## src/hw/rtl/mhpq_ram.sv

```systemverilog
// Generic single-port RAM, registered read.
// No dependencies.
`default_nettype none
module mhpq_ram #(
    parameter int unsigned WIDTH = 8,
    parameter int unsigned DEPTH = 16
) (
    input  wire logic                     i_clk,
    input  wire logic                     i_we,
    input  wire logic [$clog2(DEPTH)-1:0] i_addr,
    input  wire logic [WIDTH-1:0]         i_wdata,
    output logic      [WIDTH-1:0]         o_rdata
);
    logic [WIDTH-1:0] r_mem [DEPTH];

    always_ff @(posedge i_clk) begin
        if (i_we) begin
            r_mem[i_addr] <= i_wdata;
        end
        o_rdata <= r_mem[i_addr];
    end
endmodule
`default_nettype wire

```

## config.mk

```make
export PLATFORM = sky130hd
export DESIGN_NAME = mhpq_ram
export DESIGN_NICKNAME = d
export VERILOG_FILES = /design/src/hw/rtl/mhpq_ram.sv
export SDC_FILE = /design/constraint.sdc
export NUM_CORES = 1
export LEC_CHECK = 0
export BUFFER_PORTS_ARGS = -buffer_cell sky130_fd_sc_hd__buf_2
export CAP_MARGIN = 20
export CELL_PAD_IN_SITES_DETAIL_PLACEMENT = 2
export CELL_PAD_IN_SITES_GLOBAL_PLACEMENT = 2
export CORE_MARGIN = 4
export CORE_UTILIZATION = 48
export CTS_CLUSTER_DIAMETER = 100
export DETAILED_ROUTE_END_ITERATION = 8
export GPL_TIMING_DRIVEN = 0
export MAX_ROUTING_LAYER = met4
export PLACE_DENSITY = 0.83
export SLEW_MARGIN = 20
export SYNTH_ARGS = -nofsm -noshare
export SYNTH_HDL_FRONTEND = slang
export SYNTH_SLANG_ARGS = --single-unit
```

## constraint.sdc

```tcl
create_clock -name i_clk -period 2 [get_ports i_clk]
set_input_delay 0.2 -clock i_clk [delete_from_list [all_inputs] [get_ports i_clk]]
set_output_delay 0.2 -clock i_clk [all_outputs]
set_load 0.03 [all_outputs]
```

==> flow_summary_export.csv <==
group,metric,value,unit
outcome,status,"finished clean",
clock_tree,cts_sinks,136,
routing,first_iter_violations,290,
sta,period_needed,1.90,ns
pwr,worst_ir_drop_vdd,0.775,mV
min_path,hold_class,"in -> reg",
clock_tree,clk_path_buf_depth,2,
placement,gp_congestion,0.699,
synth,netlist_area,0.00507,mm2
routing,drt-total-wl,14.0,mm
clock_tree,numCtsBuffers,17,
critical_path,worstSetupPathType,"in -> reg",
synth,synth_fp_nets,244,
pwr,leakage,1.92,nW
global_routing,grt_pass1_vias,2775,
sta,fin_crit_sh,0.951,
global_routing,gr-usage-all-layers,0.247,
synth,ys.flop_type,"edfxtp_1",
critical_path,cp.arrival,2.05,ns
floorplan,die-area,0.0123,mm2
synth,yosysWarningCount,0,
synth,ys_seq_area_frac,0.790,
layout,antenna_cells,0,
critical_path,worstPathMaxFanout,10,
floorplan,core-area,0.0103,mm2
sta,worstMarginPinSlew,0.898,ns
synth,yosysTopAreaCellShare,0.759,
synth,synthCells,230,
critical_path,critPathLaunchType,"primary input",
pwr,p_sw,1.43,mW
routing,routedWlPerCell,33.6,um
sta,report.final.slew_viol_count,0,
pwr,totalPowerFinal,6.62,mW
sta,relSlewSlack,0.399,
synth,synth_area_per_cell,22.0,um2
clock_tree,htree_levels,4,
placement,placedCellCount,385,
critical_path,cp_cell_sequence,"buf_2, buf_1, nand2_1, nor2_1",
placement,io_buffers,19,
critical_path,endpoint_kind,"register",
floorplan,die_y,111,um
routing,vias,2554,
layout,final_layout_size_suffix_gt1_frac,0.329,
routing,ant_nets,0,
routing,viasPerCell,6.14,
global_routing,grt_max_degree,17,
routing,drcViolationCount,0,
synth,synth_largest_area_cell,"edfxtp_1",
global_routing,grt_pass1_wl,20.2,mm
layout,nets,282,
floorplan,die_width,111,um
layout,stdcell_count,416,
floorplan,initial_core_util,0.491,
critical_path,critPathMaxStageDelay,0.76,ns
synth,synth-seq-cells,136,
pwr,intPower,5.19,mW
floorplan,io_pins,22,
sta,setup_viol,0,
sta,whs,0.0862,ns
layout,area_growth,17.0,%
synth,synth_edf_count,128,
pwr,power.density,1120,mW/mm2
global_routing,overflow,0,
pwr,power_frac_seq,0.486,
sta,hold_violations,0,
global_routing,antenna_found_initial,0,
placement,hpwl,8.75,mm
job,maxCapViolations,0,
sta,rsz0062_at_grt,"no",
sta,finalClockSkew,0.00837,ns
synth,synth.area.top_cells,"edfxtp_1 (76%), mux4_2 (14%), dfxtp_1 (3.2%)",
synth,yosysUniqueCellTypes,18,
critical_path,cpMaxStageDelayCell,"nor2_1",
pwr,p_comb_frac,0.056,
critical_path,crit_required,2.15,ns
clock_tree,cts_tree,"built",
clock_tree,cts.clk_slew.worst_paths,0.07,ns
routing,drt_pass1_iterations,4,
synth,async_flop_share,0,
pwr,p_clk_frac,0.459,
pwr,swShare,0.217,
floorplan,rows,37,
sta,tns,0,ns
sta,clock.fmax,526,MHz
clock_tree,clockRootBuffer,"clkbuf_8",
clock_tree,clock_latency,0.53,ns
-- power by group through the flow --
| stage | Sequential (mW) | Clock [mW] | Combinational, mW |
|---|---|---|---|
| 6_report | 3.22 | 3.04 | 0.367 |
| 4_1_cts | 3.22 | 3.08 | 0.371 |
| 2_1_floorplan | 3.30 | 0 | 0.164 |
| 5_1_grt | 3.22 | 3.23 | 0.387 |
| 3_3_place_gp | 3.26 | 0 | 0.328 |
| 3_5_place_dp | 3.27 | 0 | 0.362 |
-- cell type report --
class	instances	area (um2)
fillers	813	4400
flip-flops and latches	136	4000
multi-input cells	83	1030
clock buffers	17	414
well taps	136	170
clock inverters	14	159
repair buffers	19	95.1
plain buffers	11	60.1
-- sequential cells by signal (all words and copies together), names as in the netlist --
signal and count:
r_mem 128, o_rdata 8
-- final timing paths --
check	start	endpoint	slack, ns	cells past startpoint
worst max register to register	r_mem[2][2]$_DFFE_PP_	o_rdata[2]$_DFF_P_	0.40	3
worst min register to register	r_mem[0][4]$_DFFE_PP_	o_rdata[4]$_DFF_P_	0.74	3
worst max-delay path	i_addr[1]	r_mem[3][4]$_DFFE_PP_	0.1	4
worst min-delay path	i_wdata[5]	r_mem[2][5]$_DFFE_PP_	0.09	1
-- worst max-delay path: cells and delay by family --
kind,cells,cell delay (ns)
and+or+nand+nor,2,1.04
buffers and inverters,2,0.80
-- cell families after synthesis --
family / after synthesis / synth area share
flip-flops: 136 / 0.790
AND/OR/NAND/NOR: 35 / 0.0321
multiplexers: 32 / 0.142
AO/OA/AOI/OAI: 16 / 0.0237
buffers and inverters: 11 / 0.0119
-- metrics by stage --
stage / area [um2] / util / worst slack, ns
finish: 5930 / 0.574 / 0.0983
detailed placement: 5350 / 0.518 / -0.514
global route: 5930 / 0.574 / 0.0106
floorplan: 5070 / - / 0.307
CTS: 5930 / 0.574 / 0.0315
global placement: 5330 / 0.517 / -0.306
-- layout by cell type (no fill, tap or decap), drive strengths merged --
| master | netlist | layout |
|---|---|---|
| a22oi | 16 | 16 |
| and2 | 1 | 1 |
| buf | 8 | 27 |
| bufinv | 0 | 3 |
| clkbuf | 3 | 20 |
| clkinv | 0 | 8 |
| clkinvlp | 0 | 3 |
| dfxtp | 8 | 8 |
| edfxtp | 128 | 128 |
| mux4 | 32 | 32 |
| nand2 | 9 | 9 |
| nand2b | 2 | 2 |
| nand3 | 1 | 1 |
| nand3b | 2 | 2 |
| nor2 | 13 | 13 |
| nor2b | 2 | 2 |
| nor3 | 4 | 4 |
| or3b | 1 | 1 |
-- metal layers --
layer | routed length [um] | up-vias | track usage
met5 | 0 | - | -
met3 | 771 | 20 | 0.0704
met2 | 7040 | 110 | 0.388
met4 | 293 | 0 | 0.0780
met1 | 5880 | 1383 | 0.315
li1 | - | 1041 | -
-- cells in the mapped netlist, drive strengths merged, types with 2 or more instances --
cell type  instances
edfxtp           128
mux4              32
a22oi             16
nor2              13
nand2              9
buf                8
dfxtp              8
nor3               4
clkbuf             3
nand2b             2
nand3b             2
nor2b              2
-- what timing repair did --
item | in CTS | in global routing
gates resized for setup | 0 | 1
endpoints found under the setup margin | 0 | 8
setup buffers | 0 | 0
hold buffers | 0 | 0
Power figures use the tool's default switching activity.
